==> config.mk <==
export PLATFORM = sky130hd
export DESIGN_NAME = i2c_master_byte_engine
export DESIGN_NICKNAME = d
export VERILOG_FILES = /design/src/design/i2cm_pkg.sv /design/src/design/i2cm_front.sv /design/src/design/i2cm_queue.sv /design/src/design/i2cm_back.sv /design/src/design/i2c_master_byte_engine.sv
export SDC_FILE = /design/constraint.sdc
export NUM_CORES = 1
export LEC_CHECK = 0
export BUFFER_PORTS_ARGS = -buffer_cell sky130_fd_sc_hd__clkbuf_2
export CORE_MARGIN = 1
export CORE_UTILIZATION = 30
export CTS_BUF_LIST = sky130_fd_sc_hd__clkbuf_4 sky130_fd_sc_hd__clkbuf_8 sky130_fd_sc_hd__clkbuf_16
export CTS_CLUSTER_SIZE = 16
export DETAILED_ROUTE_END_ITERATION = 10
export PLACE_DENSITY = 0.45
export SYNTH_ARGS = -nofsm -noshare
export SYNTH_HDL_FRONTEND = slang
export SYNTH_SLANG_ARGS = --single-unit
==> constraint.sdc <==
create_clock -name aclk -period 5.7 [get_ports aclk]
set_clock_uncertainty 0.15 [all_clocks]
set_input_delay 0.57 -clock aclk [delete_from_list [all_inputs] [get_ports aclk]]
set_output_delay 0.57 -clock aclk [all_outputs]
set_load 0.01 [all_outputs]
==> src/design/i2cm_pkg.sv <==
// Shared types, command and line action codes, and step tables for the I2C master byte engine.
// No dependencies; every other design file imports this package.
package i2cm_pkg;

    localparam int unsigned I2CM_QUEUE_DEPTH = 2;
    localparam logic [7:0] PHASE_LEN_RESET = 8'd20;

    localparam logic [2:0] CMD_TICK  = 3'd0;
    localparam logic [2:0] CMD_START = 3'd1;
    localparam logic [2:0] CMD_STOP  = 3'd2;
    localparam logic [2:0] CMD_WRITE = 3'd3;
    localparam logic [2:0] CMD_READ  = 3'd4;
    localparam logic [2:0] OP_IDLE   = 3'd0;

    localparam logic [2:0] ACT_SDA_H   = 3'd0;
    localparam logic [2:0] ACT_SDA_L   = 3'd1;
    localparam logic [2:0] ACT_SCL_H   = 3'd2;
    localparam logic [2:0] ACT_SCL_L   = 3'd3;
    localparam logic [2:0] ACT_SDA_BIT = 3'd4;
    localparam logic [2:0] ACT_SDA_ACK = 3'd5;

    typedef struct packed {
        logic [2:0] cmd;
        logic [7:0] data_byte;
        logic       last_byte;
        logic       scl_in;
        logic       sda_in;
    } i2cm_in_t;

    typedef struct packed {
        logic       scl_low;
        logic       sda_low;
        logic       busy_res;
        logic       done_res;
        logic       ack_ok;
        logic [7:0] read_byte;
        logic       cmd_refused;
    } i2cm_out_t;

    typedef struct packed {
        logic [2:0] op;
        logic       is_cmd;
        logic [7:0] data_byte;
        logic       last_byte;
        logic       scl_in;
        logic       sda_in;
    } i2cm_entry_t;

    function automatic logic [3:0] step_count(input logic [2:0] op);
        logic [3:0] n;
        unique case (op)
            CMD_START: n = 4'd4;
            CMD_STOP:  n = 4'd4;
            CMD_WRITE: n = 4'd6;
            CMD_READ:  n = 4'd7;
            default:   n = 4'd0;
        endcase
        return n;
    endfunction

    function automatic logic [2:0] action_of(input logic [2:0] op, input logic [2:0] step);
        logic [2:0] a;
        a = ACT_SDA_H;
        if ({1'b0, step} < step_count(op)) begin
            unique case (op)
                CMD_START: begin
                    unique case (step)
                        3'd0:    a = ACT_SDA_H;
                        3'd1:    a = ACT_SCL_H;
                        3'd2:    a = ACT_SDA_L;
                        default: a = ACT_SCL_L;
                    endcase
                end
                CMD_STOP: begin
                    unique case (step)
                        3'd0:    a = ACT_SCL_L;
                        3'd1:    a = ACT_SDA_L;
                        3'd2:    a = ACT_SCL_H;
                        default: a = ACT_SDA_H;
                    endcase
                end
                CMD_WRITE: begin
                    unique case (step)
                        3'd0:    a = ACT_SDA_BIT;
                        3'd1:    a = ACT_SCL_H;
                        3'd2:    a = ACT_SCL_L;
                        3'd3:    a = ACT_SDA_H;
                        3'd4:    a = ACT_SCL_H;
                        default: a = ACT_SCL_L;
                    endcase
                end
                default: begin
                    unique case (step)
                        3'd0:    a = ACT_SDA_H;
                        3'd1:    a = ACT_SCL_H;
                        3'd2:    a = ACT_SCL_L;
                        3'd3:    a = ACT_SDA_ACK;
                        3'd4:    a = ACT_SCL_H;
                        3'd5:    a = ACT_SCL_L;
                        default: a = ACT_SDA_H;
                    endcase
                end
            endcase
        end
        return a;
    endfunction

endpackage

==> src/design/i2cm_front.sv <==
// Input side of the I2C master byte engine: accepts transactions and classifies the command.
// Depends on i2cm_pkg.
module i2cm_front import i2cm_pkg::*; (
    input  logic        s_valid,
    output logic        s_ready,
    input  i2cm_in_t    s_data,
    input  logic        q_full,
    output logic        q_push,
    output i2cm_entry_t q_entry
);

    logic is_cmd;

    assign is_cmd = (s_data.cmd >= CMD_START) && (s_data.cmd <= CMD_READ);

    assign s_ready = !q_full;
    assign q_push  = s_valid && !q_full;

    always_comb begin
        q_entry.op        = is_cmd ? s_data.cmd : CMD_TICK;
        q_entry.is_cmd    = is_cmd;
        q_entry.data_byte = s_data.data_byte;
        q_entry.last_byte = s_data.last_byte;
        q_entry.scl_in    = s_data.scl_in;
        q_entry.sda_in    = s_data.sda_in;
    end

endmodule

==> src/design/i2cm_queue.sv <==
// Short queue of classified entries between the front and the bus sequencer.
// Depends on i2cm_pkg.
module i2cm_queue import i2cm_pkg::*; #(
    parameter int unsigned DEPTH = I2CM_QUEUE_DEPTH
) (
    input  logic        aclk,
    input  logic        aresetn,
    input  logic        push,
    input  i2cm_entry_t push_entry,
    output logic        full,
    input  logic        pop,
    output logic        not_empty,
    output i2cm_entry_t head
);

    localparam int unsigned PW = (DEPTH > 1) ? $clog2(DEPTH) : 1;
    localparam int unsigned CW = $clog2(DEPTH + 1);
    localparam logic [PW-1:0] LAST_PTR = PW'(DEPTH - 1);
    localparam logic [CW-1:0] DEPTH_CNT = CW'(DEPTH);

    i2cm_entry_t   slots_reg [DEPTH];
    logic [PW-1:0] wr_ptr_reg, wr_ptr_next;
    logic [PW-1:0] rd_ptr_reg, rd_ptr_next;
    logic [CW-1:0] count_reg, count_next;
    logic          do_push, do_pop;

    assign full      = (count_reg == DEPTH_CNT);
    assign not_empty = (count_reg != '0);
    assign head      = slots_reg[rd_ptr_reg];
    assign do_push   = push && !full;
    assign do_pop    = pop && not_empty;

    always_comb begin
        wr_ptr_next = wr_ptr_reg;
        rd_ptr_next = rd_ptr_reg;
        count_next  = count_reg;
        if (do_push) begin
            wr_ptr_next = (wr_ptr_reg == LAST_PTR) ? '0 : wr_ptr_reg + 1'b1;
        end
        if (do_pop) begin
            rd_ptr_next = (rd_ptr_reg == LAST_PTR) ? '0 : rd_ptr_reg + 1'b1;
        end
        if (do_push && !do_pop) begin
            count_next = count_reg + 1'b1;
        end else if (do_pop && !do_push) begin
            count_next = count_reg - 1'b1;
        end
    end

    always_ff @(posedge aclk) begin
        if (!aresetn) begin
            wr_ptr_reg <= '0;
            rd_ptr_reg <= '0;
            count_reg  <= '0;
        end else begin
            wr_ptr_reg <= wr_ptr_next;
            rd_ptr_reg <= rd_ptr_next;
            count_reg  <= count_next;
        end
    end

    always_ff @(posedge aclk) begin
        if (do_push) begin
            slots_reg[wr_ptr_reg] <= push_entry;
        end
    end

endmodule

==> src/design/i2cm_back.sv <==
// Bus sequencer of the I2C master byte engine: runs the line phases and holds the result register.
// Depends on i2cm_pkg.
module i2cm_back import i2cm_pkg::*; (
    input  logic        aclk,
    input  logic        aresetn,
    input  logic [7:0]  phase_len,
    input  logic        q_valid,
    input  i2cm_entry_t q_head,
    output logic        q_pop,
    output logic        m_valid,
    input  logic        m_ready,
    output i2cm_out_t   m_data
);

    logic       scl_reg, scl_next;
    logic       sda_reg, sda_next;
    logic [2:0] op_reg, op_next;
    logic [2:0] step_reg, step_next;
    logic [3:0] bit_reg, bit_next;
    logic [7:0] shift_reg, shift_next;
    logic [7:0] hold_reg, hold_next;
    logic       ack_reg, ack_next;
    logic       nack_reg, nack_next;
    logic       m_valid_reg;
    i2cm_out_t  m_data_reg, res;

    logic       fire;
    logic [7:0] hlen, hc;
    logic [2:0] act_cur, act_new, enter_step;
    logic       enter;
    logic [3:0] nxt, bit_inc;

    assign fire    = q_valid && (!m_valid_reg || m_ready);
    assign q_pop   = fire;
    assign m_valid = m_valid_reg;
    assign m_data  = m_data_reg;
    assign hlen    = (phase_len == 8'd0) ? 8'd1 : phase_len;

    always_comb begin
        scl_next   = scl_reg;
        sda_next   = sda_reg;
        op_next    = op_reg;
        step_next  = step_reg;
        bit_next   = bit_reg;
        shift_next = shift_reg;
        hold_next  = hold_reg;
        ack_next   = ack_reg;
        nack_next  = nack_reg;
        res        = '0;
        enter      = 1'b0;
        enter_step = 3'd0;
        act_cur    = action_of(op_reg, step_reg);
        act_new    = ACT_SDA_H;
        hc         = hold_reg;
        nxt        = {1'b0, step_reg} + 4'd1;
        bit_inc    = bit_reg + 4'd1;

        if (op_reg != OP_IDLE) begin
            res.cmd_refused = q_head.is_cmd;
            if (act_cur == ACT_SCL_H && hc == 8'd0 && q_head.scl_in) begin
                hc = hlen;
            end
            if (hc != 8'd0) begin
                hc = hc - 8'd1;
                if (hc == 8'd0) begin
                    if (op_reg == CMD_WRITE) begin
                        if (step_reg == 3'd0) begin
                            shift_next = {shift_reg[6:0], 1'b0};
                        end
                        if (step_reg == 3'd2) begin
                            bit_next = bit_inc;
                            if (bit_inc < 4'd8) begin
                                nxt = 4'd0;
                            end
                        end
                        if (step_reg == 3'd4) begin
                            ack_next = !q_head.sda_in;
                        end
                    end else if (op_reg == CMD_READ) begin
                        if (step_reg == 3'd1) begin
                            shift_next = {shift_reg[6:0], q_head.sda_in};
                        end
                        if (step_reg == 3'd2) begin
                            bit_next = bit_inc;
                            if (bit_inc < 4'd8) begin
                                nxt = 4'd1;
                            end
                        end
                    end
                    if (nxt >= step_count(op_reg)) begin
                        res.done_res  = 1'b1;
                        res.ack_ok    = (op_reg == CMD_WRITE) ? ack_next : 1'b0;
                        res.read_byte = (op_reg == CMD_READ) ? shift_next : 8'd0;
                        op_next       = OP_IDLE;
                        step_next     = 3'd0;
                        bit_next      = 4'd0;
                    end else begin
                        enter      = 1'b1;
                        enter_step = nxt[2:0];
                    end
                end
            end
            hold_next = hc;
        end else if (q_head.is_cmd) begin
            op_next    = q_head.op;
            bit_next   = 4'd0;
            ack_next   = 1'b0;
            shift_next = (q_head.op == CMD_WRITE) ? q_head.data_byte : 8'd0;
            if (q_head.op == CMD_READ) begin
                nack_next = q_head.last_byte;
            end
            enter      = 1'b1;
            enter_step = 3'd0;
        end

        if (enter) begin
            step_next = enter_step;
            act_new   = action_of(op_next, enter_step);
            unique case (act_new)
                ACT_SDA_H:   sda_next = 1'b0;
                ACT_SDA_L:   sda_next = 1'b1;
                ACT_SCL_H:   scl_next = 1'b0;
                ACT_SCL_L:   scl_next = 1'b1;
                ACT_SDA_BIT: sda_next = !shift_next[7];
                default:     sda_next = !nack_next;
            endcase
            hold_next = (act_new == ACT_SCL_H) ? 8'd0 : hlen;
        end

        res.scl_low  = scl_next;
        res.sda_low  = sda_next;
        res.busy_res = (op_next != OP_IDLE);
    end

    always_ff @(posedge aclk) begin
        if (!aresetn) begin
            scl_reg     <= 1'b0;
            sda_reg     <= 1'b0;
            op_reg      <= OP_IDLE;
            step_reg    <= 3'd0;
            bit_reg     <= 4'd0;
            shift_reg   <= 8'd0;
            hold_reg    <= 8'd0;
            ack_reg     <= 1'b0;
            nack_reg    <= 1'b0;
            m_valid_reg <= 1'b0;
        end else begin
            if (fire) begin
                scl_reg   <= scl_next;
                sda_reg   <= sda_next;
                op_reg    <= op_next;
                step_reg  <= step_next;
                bit_reg   <= bit_next;
                shift_reg <= shift_next;
                hold_reg  <= hold_next;
                ack_reg   <= ack_next;
                nack_reg  <= nack_next;
            end
            if (fire) begin
                m_valid_reg <= 1'b1;
            end else if (m_ready) begin
                m_valid_reg <= 1'b0;
            end
        end
    end

    always_ff @(posedge aclk) begin
        if (fire) begin
            m_data_reg <= res;
        end
    end

endmodule

==> src/design/i2c_master_byte_engine.sv <==
// Top level of the I2C master byte engine: front classifier, entry queue and bus sequencer.
// Depends on i2cm_pkg, i2cm_front, i2cm_queue and i2cm_back.
// The engine takes one transaction per clock while its entry queue is not full and returns
// exactly one result transaction for each, via the queue and the result register. Every
// transaction is one time tick or one command (start, stop, write byte, read byte); the bus
// sequencer updates its phase state once per transaction; the queue between it and the front
// lets input and result sides stall independently. The phase_length register resets to 20;
// the user must write it via the cfg channel only while idle; the engine does not check it.
module i2c_master_byte_engine import i2cm_pkg::*; #(
    parameter int unsigned QUEUE_DEPTH = I2CM_QUEUE_DEPTH
) (
    input  logic       aclk,
    input  logic       aresetn,
    input  logic       s_valid,
    output logic       s_ready,
    input  i2cm_in_t   s_data,
    output logic       m_valid,
    input  logic       m_ready,
    output i2cm_out_t  m_data,
    input  logic       cfg_valid,
    output logic       cfg_ready,
    input  logic [7:0] cfg_data
);

    logic        cfg_we;
    logic [7:0]  phase_len_q_reg;
    logic        q_full, q_push, q_pop, q_valid;
    i2cm_entry_t q_in, q_head;

    assign cfg_ready = 1'b1;
    assign cfg_we    = cfg_valid && cfg_ready;

    always_ff @(posedge aclk) begin
        if (!aresetn) begin
            phase_len_q_reg <= PHASE_LEN_RESET;
        end else if (cfg_we) begin
            phase_len_q_reg <= cfg_data;
        end
    end

    i2cm_front u_front (
        .s_valid (s_valid),
        .s_ready (s_ready),
        .s_data  (s_data),
        .q_full  (q_full),
        .q_push  (q_push),
        .q_entry (q_in)
    );

    i2cm_queue #(
        .DEPTH (QUEUE_DEPTH)
    ) u_queue (
        .aclk       (aclk),
        .aresetn    (aresetn),
        .push       (q_push),
        .push_entry (q_in),
        .full       (q_full),
        .pop        (q_pop),
        .not_empty  (q_valid),
        .head       (q_head)
    );

    i2cm_back u_back (
        .aclk      (aclk),
        .aresetn   (aresetn),
        .phase_len (phase_len_q_reg),
        .q_valid   (q_valid),
        .q_head    (q_head),
        .q_pop     (q_pop),
        .m_valid   (m_valid),
        .m_ready   (m_ready),
        .m_data    (m_data)
    );

endmodule

==> Word-level counts from Yosys, hierarchy flattened <==
Memories as Yosys holds them, arrays and structs flattened. A register that Yosys moved wholly into a read port is not among the register bits.
Index checks and enable logic that the tools add are counted.
{ "word_totals": {"register_bits": 57, "ram_bits": 30, "inputBits": 27, "output_inout_bits": 17, "word_cells": 211, "memories": 1} }
{ "mem_list": {"columns": ["memory", "words", "word_bits", "read_ports", "rd_clocked_by_memory_dff", "write_ports", "line", "rtl"], "rows": [
  ["u_queue.slots_reg", 2, 15, 1, 1, 1, "i2cm_queue.sv:21", "i2cm_entry_t slots_reg [DEPTH];"]
]} }
{ "classes": {"addsub": 7, "magnitude_cmp": 6, "n_eq_ne": 29, "mux": 98, "n_reduce_logical": 48} }
{ "op_table": {"columns": ["cell", "count"], "rows": [
  ["8-bit two-way mux", 17],
  ["4-bit two-way mux", 21],
  ["3-bit one-hot mux with 3 select lines", 8],
  ["3-bit two-way mux", 18],
  ["3-bit by 2-bit == test with 1-bit output, second input constant", 12],
  ["1-bit two-way mux", 25],
  ["3-bit == test, second input constant", 8],
  ["8-bit zero test", 3],
  ["2-bit one-hot mux with 3 select lines", 4],
  ["5-bit AND reduction", 4],
  ["2-bit nonzero test", 8],
  ["3-bit by 1-bit == test with 1-bit output, second input constant", 5],
  ["2-bit OR reduction", 7],
  ["10-bit two-way mux", 1],
  ["1-bit logical AND", 9],
  ["3-bit zero test", 3],
  ["8-bit nonzero test", 1],
  ["8-bit by 1-bit subtractor with 8-bit output, second input constant", 1],
  ["1-bit zero test", 7],
  ["3-bit nonzero test", 2],
  ["3-bit by 1-bit adder with 4-bit output, second input constant", 1],
  ["4-bit by 1-bit adder with 4-bit output, second input constant", 1],
  ["4-bit greater-or-equal comparator", 1],
  ["3-bit by 4-bit less-than comparator with 1-bit output", 1],
  ["other kinds (17)", 20]
]} }

==> Logic depth before layout (Yosys ltp) <==
Gate-level depths: netlist of the first run.
{ "logic_depth": {"word_depth": 31, "mapped_depth": 29, "depth_no_buf": 26} }

==> Cells and area by module <==
A second synthesis of the first run with hierarchy kept.
{ "hier_totals": {"hier_cells": 565, "hier_area_um2": 5376.4} }
{ "modules_own_cells": {"columns": ["module", "n_inst", "cells_each", "area_each_um2", "seq_area_each_um2"], "rows": [
  ["i2cm_back", 1, 447, 3614.7, 1041.0],
  ["i2cm_queue", 1, 72, 1318.8, 1001.0],
  ["i2c_master_byte_engine", 1, 27, 307.8, 160.2],
  ["i2cm_front", 1, 19, 135.1, 0.0]
]} }

==> Worst setup path after synthesis of the first run <==
No wires, ideal clock.
{ "synth_path": {"path_type": "register -> register", "startpoint": "register u_back.op_reg[1]", "endpoint": "register u_back.hold_reg[2]", "setup_time_ns": 0.130, "arrival_ns": 5.594, "required_time_ns": 5.420, "slack_ns": -0.174, "path_stages_with_launch": 29, "period_less_slack_ns": 5.874, "cell_sequence": "dfxtp_1 clkbuf_1 nand2_1 nor2_1 nor2_1 ha_1 o21ai_0 a21o_1 o2111a_2 and3_1 clkbuf_1 a21oi_1 ha_1 or3b_1 or3_1 and2_1 a41o_1 and4_1 and4_1 buf_4 nand2_1 a21oi_1 and2_1 ha_1 or3_1 o221ai_1 nand3_2 a31oi_1 a21oi_1"} }
{ "synth_between": {"elab_chain_len": 25} }
{ "synth_lines": {"columns": ["element", "line", "rtl"], "rows": [
  ["start, declared", "i2cm_back.sv:17", "logic [2:0] op_reg, op_next;"],
  ["start signal, assigned", "i2cm_back.sv:151", "op_reg <= op_next;"],
  ["3-bit by 1-bit == test with 1-bit output / 3-bit by 2-bit == test with 1-bit output (equally long branches)", "i2cm_pkg.sv:51, i2cm_pkg.sv:65", null],
  ["2-bit OR reduction (no source line)", null, null],
  ["3-bit one-hot mux with 3 select lines", "i2cm_pkg.sv:51", "unique case (op)"],
  ["3-bit less-than comparator", "i2cm_pkg.sv:64", "if ({1'b0, step} < step_count(op)) begin"],
  ["3-bit two-way mux", "i2cm_pkg.sv:64", null],
  ["3-bit by 2-bit == test with 1-bit output", "i2cm_back.sv:60", "if (act_cur == ACT_SCL_H && hc == 8'd0 && q_head.scl_in) begin"],
  ["1-bit logical AND (2 in series)", "i2cm_back.sv:60", null],
  ["8-bit two-way mux", "i2cm_back.sv:60", null],
  ["[8 not listed]", null, null],
  ["3-bit one-hot mux with 3 select lines", "i2cm_pkg.sv:51", null],
  ["4-bit two-way mux", "i2cm_back.sv:116", "if (enter) begin"],
  ["3-bit by 4-bit less-than comparator with 1-bit output", "i2cm_pkg.sv:64", null],
  ["3-bit two-way mux", "i2cm_pkg.sv:64", null],
  ["3-bit two-way mux", "i2cm_back.sv:116", null],
  ["3-bit by 2-bit == test with 1-bit output", "i2cm_back.sv:127", "hold_next = (act_new == ACT_SCL_H) ? 8'd0 : hlen;"],
  ["8-bit two-way mux", "i2cm_back.sv:127", null],
  ["8-bit two-way mux", "i2cm_back.sv:116", null],
  ["end signal, assigned", "i2cm_back.sv:155", "hold_reg <= hold_next;"],
  ["end, declared", "i2cm_back.sv:21", "logic [7:0] hold_reg, hold_next;"]
]} }
Several ways; a longest one is shown, not always the timed one. The select of a mux whose other input is x is not followed.
A chain may end at the register's enable or synchronous reset.

==> Final worst setup path of the first run <==
{ "layout_path": {"startpoint": "register u_back.op_reg[2]", "endpoint": "register u_back.hold_reg[4]"} }
Same word-level chain as after synthesis.

==> results of run 1 <==
-- how the worst max path moves through the flow --
stage,endpoint,slack [ns],startpoint
5_1_grt,u_back.hold_reg[5],-0.07,u_back.op_reg[1]
6_report,u_back.hold_reg[4],0.27,u_back.op_reg[2]
3_5_place_dp,u_back.hold_reg[3],0.03,u_back.op_reg[1]
3_3_place_gp,u_back.hold_reg[5],0.22,u_back.op_reg[1]
2_1_floorplan,u_back.hold_reg[2],0.04,u_back.step_reg[0]
4_1_cts,u_back.hold_reg[3],0.02,u_back.op_reg[1]
-- timing repair --
item	CTS	global route
setup buffers	0	4
endpoints found under the setup margin	0	12
gates resized for setup	0	25
-- critical path, stage by stage (launching register included) --
cell                       delay (ns)
sky130_fd_sc_hd__dfxtp_2         0.36
sky130_fd_sc_hd__or3_1           0.40
sky130_fd_sc_hd__nand2_1         0.11
sky130_fd_sc_hd__ha_1            0.13
sky130_fd_sc_hd__o21ai_0         0.07
sky130_fd_sc_hd__a21o_1          0.16
sky130_fd_sc_hd__o2111a_2        0.16
sky130_fd_sc_hd__and3_2          0.24
sky130_fd_sc_hd__a21oi_2         0.16
sky130_fd_sc_hd__ha_2            0.20
sky130_fd_sc_hd__or3b_1          0.38
sky130_fd_sc_hd__or3_1           0.33
sky130_fd_sc_hd__and2_1          0.18
sky130_fd_sc_hd__a41o_1          0.19
sky130_fd_sc_hd__and4_1          0.20
sky130_fd_sc_hd__and4_4          0.19
sky130_fd_sc_hd__buf_4           0.16
sky130_fd_sc_hd__nand2_2         0.06
sky130_fd_sc_hd__buf_4           0.17
sky130_fd_sc_hd__nor2_1          0.06
sky130_fd_sc_hd__ha_1            0.26
sky130_fd_sc_hd__or3_4           0.39
sky130_fd_sc_hd__o221ai_4        0.10
sky130_fd_sc_hd__nand3_4         0.17
sky130_fd_sc_hd__buf_4           0.18
sky130_fd_sc_hd__nand3_1         0.07
sky130_fd_sc_hd__a21boi_1        0.07
-- kinds of logic (layout without fill, tap and decap cells) --
family,after synthesis,after routing,share of synthesized area
buffers and inverters,36,104,0.0294
flip-flops,88,88,0.438
AND/OR/NAND/NOR,210,210,0.216
XOR/XNOR,8,8,0.0139
adder cells (fa/ha/maj),16,16,0.0398
multiplexers,36,36,0.0734
AO/OA/AOI/OAI,139,139,0.188
other,1,1,0.000746
-- metal layers --
layer  wire length (um)  global-route usage  up-vias
met5                  0                   0        -
met4                256              0.0717        0
met3                497              0.0262       20
met2               6380               0.256      101
met1               6320               0.204     2035
li1                   -                   -     2100
-- stage by stage --
step,power (W),utilization,instances
final,0.00304,0.375,818
after global routing,0.00324,0.375,818
after CTS,0.00295,0.368,814
after detailed placement,0.00234,0.350,798
after global placement,0.00234,0.350,798
after floorplan,0.00191,-,534
-- cell usage after synthesis, types with 5 or more instances --
cell type | n | area [um2]
sky130_fd_sc_hd__inv_1 | 11 | 41.3
sky130_fd_sc_hd__nand3_1 | 10 | 50.1
sky130_fd_sc_hd__ha_1 | 16 | 200
sky130_fd_sc_hd__clkbuf_1 | 16 | 60.1
sky130_fd_sc_hd__a31oi_1 | 8 | 50.1
sky130_fd_sc_hd__nor2_1 | 61 | 229
sky130_fd_sc_hd__xnor2_1 | 5 | 43.8
sky130_fd_sc_hd__nand2b_1 | 7 | 43.8
sky130_fd_sc_hd__or3_1 | 7 | 43.8
sky130_fd_sc_hd__dfxtp_1 | 44 | 881
sky130_fd_sc_hd__nor2b_1 | 26 | 163
sky130_fd_sc_hd__a21oi_1 | 32 | 160
sky130_fd_sc_hd__and4_1 | 5 | 43.8
sky130_fd_sc_hd__o211ai_1 | 5 | 37.5
sky130_fd_sc_hd__o21ai_0 | 26 | 130
sky130_fd_sc_hd__edfxtp_1 | 44 | 1320
sky130_fd_sc_hd__a22oi_1 | 14 | 105
sky130_fd_sc_hd__nor4_1 | 8 | 50.1
sky130_fd_sc_hd__nor3_1 | 8 | 40.0
sky130_fd_sc_hd__and2_1 | 11 | 68.8
sky130_fd_sc_hd__nand2_1 | 43 | 161
sky130_fd_sc_hd__mux2i_1 | 32 | 320
-- placed cells by master, fill, tap and decap left out, types with 7 or more instances in the layout --
master                      netlist  layout
sky130_fd_sc_hd__nor2_1          61      60
sky130_fd_sc_hd__a22oi_1         14      14
sky130_fd_sc_hd__a31oi_1          8       7
sky130_fd_sc_hd__buf_4            2      33
sky130_fd_sc_hd__edfxtp_1        44      44
sky130_fd_sc_hd__nor4_1           8       8
sky130_fd_sc_hd__nand2_1         43      43
sky130_fd_sc_hd__o21ai_0         26      24
sky130_fd_sc_hd__nor2b_1         26      26
sky130_fd_sc_hd__nor3_1           8       7
sky130_fd_sc_hd__clkbuf_2         0      42
sky130_fd_sc_hd__inv_1           11      11
sky130_fd_sc_hd__nand3_1         10       9
sky130_fd_sc_hd__ha_1            16      13
sky130_fd_sc_hd__clkbuf_16        0       9
sky130_fd_sc_hd__and2_1          11      11
sky130_fd_sc_hd__nand2b_1         7       7
sky130_fd_sc_hd__dfxtp_1         44      41
sky130_fd_sc_hd__mux2i_1         32      32
sky130_fd_sc_hd__a21oi_1         32      28
-- power by group through the flow --
stage / sequential (W) / clock, W / combinational [W]
after CTS: 0.000936 / 0.000620 / 0.00140
after detailed placement: 0.000949 / 0 / 0.00139
after global routing: 0.000959 / 0.000640 / 0.00164
after floorplan: 0.000929 / 0 / 0.000980
final: 0.000942 / 0.000600 / 0.00150
after global placement: 0.000952 / 0 / 0.00139
-- area by class of cell --
class | count | area (um2)
inverters | 13 | 48.8
flip-flops and latches | 88 | 2210
well taps | 216 | 270
clock buffers | 11 | 240
repair buffers | 75 | 458
fillers | 1666 | 10100
multi-input cells | 410 | 2770
clock inverters | 5 | 56.3
==> impl_metrics.ini, run 1 <==
[setup_path]
path_class = register to register
cp.arrival_ns = 5.51
r2r-end = u_back.hold_reg[4]
rrSetupSlack_ns = 0.27
worst_setup_path_end_kind = register
r2r-start = u_back.op_reg[2]
cp-start-kind = register
critical_path_peak_fanout = 9
worst-r2r-cell-count = 26
worstPathRequired_ns = 5.78

[flow_run]
cap_viol_max_count = 0

[power_and_ir_drop]
power.switching_fraction = 0.404
power.internal_w = 0.00181
power.switching_w = 0.00123
power.share.sequential = 0.310
peakVddDrop_mv = 0.204
power.share.clock = 0.198
leakage_nw = 2.28
combinationalPowerShare = 0.492
pwr_density_cell_nw_per_um2 = 502

[sta]
setup_total_negative_slack_ns = 0
max_slew_headroom = 0.264
worst_slack_ns = 0.273
finalHoldViolations = 0
tightestPinTransition_ns = 1.10
worst_hold_slack_ns = 0.263
timing.fmax_mhz = 184
clock_period_minus_worst_slack_ns = 5.43
timing_max_transition_violations_final = 0
post-route-period-util = 0.952
finalSetupViolCount = 0

[clocking]
htree_num_levels = 3
cts.sink_count = 88
clock_insertion_delay_worst_skew_ns = 0.34
clk_path_buf_depth = 2
clockRootBuffer = sky130_fd_sc_hd__clkbuf_16
tritoncts = yes
cts_made_buffers = 9
clk_pin_slew_ns = 0.07
cts_hold_buffers = 0

[placement]
pre_cts_ws_ns = 0.0288
dp_hpwl_mm = 9.70
placement.io_buffers = 42
place.gp.congestion = 0.819
placedInstanceArea_um2 = 5630

[final_layout]
syn_to_final_growth_pct = 20.3
finalNetCount = 640
largest_reg_flops = 30
drive_above_1_share = 0.219
diodes = 0
finalInstanceArea_um2 = 6050

[routing]
dr_total_vias = 4256
drtIter0Drc = 268
drt-pass1-iter-count = 5
route.detailed.drc = 0
wl_per_cell_um = 16.4
detail_route.vias_per_cell = 5.20
drt_wl_total_mm = 13.5
antenna_violating_nets_post_route = 0

[die]
die_area_um2 = 17300
initial_standard_cell_utilization_of_the_core = 0.312
num_io_pins = 44
dieWidth_um = 131
placeableCoreArea_um2 = 16100
rows = 46
die_y_um = 131

[yosys]
synthesis.instances = 534
synth_top_flop_cell = sky130_fd_sc_hd__edfxtp_1
synthArstFlopShare = 0
synth_edf_count = 44
yosys_warnings = 0
synthesis.area_per_instance_um2 = 9.42
ys_seq_elements = 88
post_synth_num_cell_types = 75
synthesis.nets = 577
synth_seq_area_share = 0.438
synth.cell_area_um2 = 5030

[global_route]
grt_first_pass_wirelength_mm = 21.4
grt_max_degree = 46
grt_overflow = 0
global_routing_usage_summed_across_all_routing_layers = 0.158
vias_in_the_first_global_route = 4082
initial_antenna_violation_count = 0

[min_path]
whs_path_depth = 1
hold_crit_endpoint = u_queue.slots_reg[0][7]
min_from = s_data[7]
hold_crit_path_type = input port to register

[outcome]
outcome = finished, final reports clean
Power figures use the tool's default switching activity.
==> inputs of run 2 (changes only) <==
--- a/config.mk
+++ b/config.mk
@@ -11,7 +11,7 @@
 export CTS_BUF_LIST = sky130_fd_sc_hd__clkbuf_4 sky130_fd_sc_hd__clkbuf_8 sky130_fd_sc_hd__clkbuf_16
 export CTS_CLUSTER_SIZE = 16
 export DETAILED_ROUTE_END_ITERATION = 10
-export PLACE_DENSITY = 0.45
+export PLACE_DENSITY = 0.44
 export SYNTH_ARGS = -nofsm -noshare
 export SYNTH_HDL_FRONTEND = slang
 export SYNTH_SLANG_ARGS = --single-unit
==> constraint.sdc (replaced) <==
create_clock -name aclk -period 6.39 [get_ports aclk]
set_clock_uncertainty 0.15 [all_clocks]
set_input_delay 0.639 -clock aclk [delete_from_list [all_inputs] [get_ports aclk]]
set_output_delay 0.639 -clock aclk [all_outputs]
set_load 0.01 [all_outputs]
==> run 2 against run 1 <==
  * Combinational power fell by 20%
  * Cell area fell by 3.5%
  * Maximum frequency fell by 8.3%
  * Largest cell class unchanged
  * Highest routed layer unchanged
==> impl_metrics.ini, run 2 (same netlist as run 1, synthesis figures left out) <==
[sta]
post-route-period-util = 0.926
clock_period_minus_worst_slack_ns = 5.92
grt_setup_unrepaired = false
timing_max_transition_violations_final = 0
setup_total_negative_slack_ns = 0
tightestPinTransition_ns = 1.14
finalHoldViolations = 0
max_slew_headroom = 0.238
timing.fmax_mhz = 169
finalSetupViolCount = 0

[clocking]
cts.sink_count = 88
htree_num_levels = 3
clk_pin_slew_ns = 0.07
clockRootBuffer = sky130_fd_sc_hd__clkbuf_16
cts_made_buffers = 9
tritoncts = yes
clock_insertion_delay_worst_skew_ns = 0.34
clk_path_buf_depth = 2
cts_hold_buffers = 0

[routing]
drtIter0Drc = 343
detail_route.vias_per_cell = 5.22
antenna_violating_nets_post_route = 0
drt-pass1-iter-count = 5
dr_total_vias = 4188
drt_wl_total_mm = 13.5
wl_per_cell_um = 16.9
route.detailed.drc = 0

[final_layout]
largest_reg_flops = 30
syn_to_final_growth_pct = 16.2
drive_above_1_share = 0.169
finalInstanceArea_um2 = 5840
layout_common_cells = sky130_fd_sc_hd__nor2_1 (61), sky130_fd_sc_hd__edfxtp_1 (44), sky130_fd_sc_hd__nand2_1 (43), sky130_fd_sc_hd__dfxtp_1 (43), sky130_fd_sc_hd__clkbuf_2 (42)
finalNetCount = 624
final_common_cell = sky130_fd_sc_hd__nor2_1
diodes = 0

[setup_path]
worstPathRequired_ns = 6.46
cp-start-kind = register
gate_family_responsible_for_the_most_delay_along_the_worst_path = simple AND/OR/NAND/NOR gates
slowest_delay_ns = 0.40
timing.critical_path.cells = buf_4 -> nor3b_2 -> nor2_1 -> ha_1 -> o21ai_0 -> a21o_1 -> o2111a_2 -> and3_1 -> a21oi_1 -> ha_1 -> or3b_1 -> or3_1 -> a21o_1 -> a211oi_2 -> nand4_1 -> nor3_1 -> a21oi_1 -> and2_1 -> ha_1 -> or3_1 -> o221ai_2 -> nand3_2 -> a31oi_1 -> a21oi_1
cp.buffers_inverters = 1
worst_setup_path_end_kind = register
critical_path_peak_fanout = 8
cp_slowest_cell = sky130_fd_sc_hd__or3b_1
path_class = register to register
cp.arrival_ns = 5.99

[power_and_ir_drop]
pwr_density_cell_nw_per_um2 = 441
peakVddDrop_mv = 0.147
leakage_nw = 2.20

[flow_run]
cap_viol_max_count = 0

[global_route]
global_routing_usage_summed_across_all_routing_layers = 0.162
initial_antenna_violation_count = 0
grt_first_pass_wirelength_mm = 22.2
grt_max_degree = 46
grt_overflow = 0
vias_in_the_first_global_route = 4157

[placement]
place.gp.congestion = 0.854
placedInstanceArea_um2 = 5520
placement.io_buffers = 42
dp_hpwl_mm = 9.69

[min_path]
hold_crit_path_type = input port to register

[die]
dieWidth_um = 131
num_io_pins = 44
die_area_um2 = 17300
placeableCoreArea_um2 = 16100
rows = 46
initial_standard_cell_utilization_of_the_core = 0.312
die_y_um = 131

[outcome]
outcome = finished, final reports clean
==> run 2: report_power, final <==
group,internal (W),switching (W),total [W]
clock network,0.000312,0.000224,0.000536
logic,0.000478,0.000722,0.00120
registers,0.000736,0.000105,0.000840
total,0.00153,0.00105,0.00258
==> run 2: layout make-up <==
type / count / area, um2
timing repair buffer: 59 / 338
inverter: 13 / 48.8
tap: 216 / 270
sequential: 88 / 2200
clock inverter: 5 / 56.3
clock buffer: 11 / 240
fill: 1696 / 10300
multi-input combinational: 410 / 2690
==> run 2: layer usage <==
layer  part of all wire  GRT usage  wire, um
met4              0.021     0.0536       291
met3              0.039     0.0305       524
met5                  0          0         0
met2               0.45      0.259      6160
met1               0.48      0.219      6570
==> run 2: final timing paths <==
path	startpoint	end	slack, ns	depth (start not counted)
worst min register to register	u_back.shift_reg[7]	u_back.shift_reg[7]	0.37	2
worst max register to register	u_back.op_reg[0]	u_back.hold_reg[6]	0.47	24
worst max-delay path	u_back.op_reg[0]	u_back.hold_reg[6]	0.47	24
worst min-delay path	s_data[8]	u_queue.slots_reg[0][8]	0.34	1
==> run 2: through the flow <==
step | hold WS [ns] | utilization | power, W | worst slack [ns] | std cells
after floorplan | 0.320 | - | 0.00170 | 0.516 | 534
after global placement | 0.337 | 0.343 | 0.00204 | 0.578 | 784
after detailed placement | 0.357 | 0.343 | 0.00204 | 0.400 | 784
after CTS | 0.322 | 0.361 | 0.00260 | 0.313 | 800
after global routing | 0.318 | 0.363 | 0.00278 | 0.0685 | 802
final | 0.335 | 0.363 | 0.00258 | 0.475 | 802
==> run 2: what timing repair did <==
item                       4_1_cts  5_1_grt
gates resized for setup          0        2
setup endpoints to repair        0       11
setup buffers                    0        2
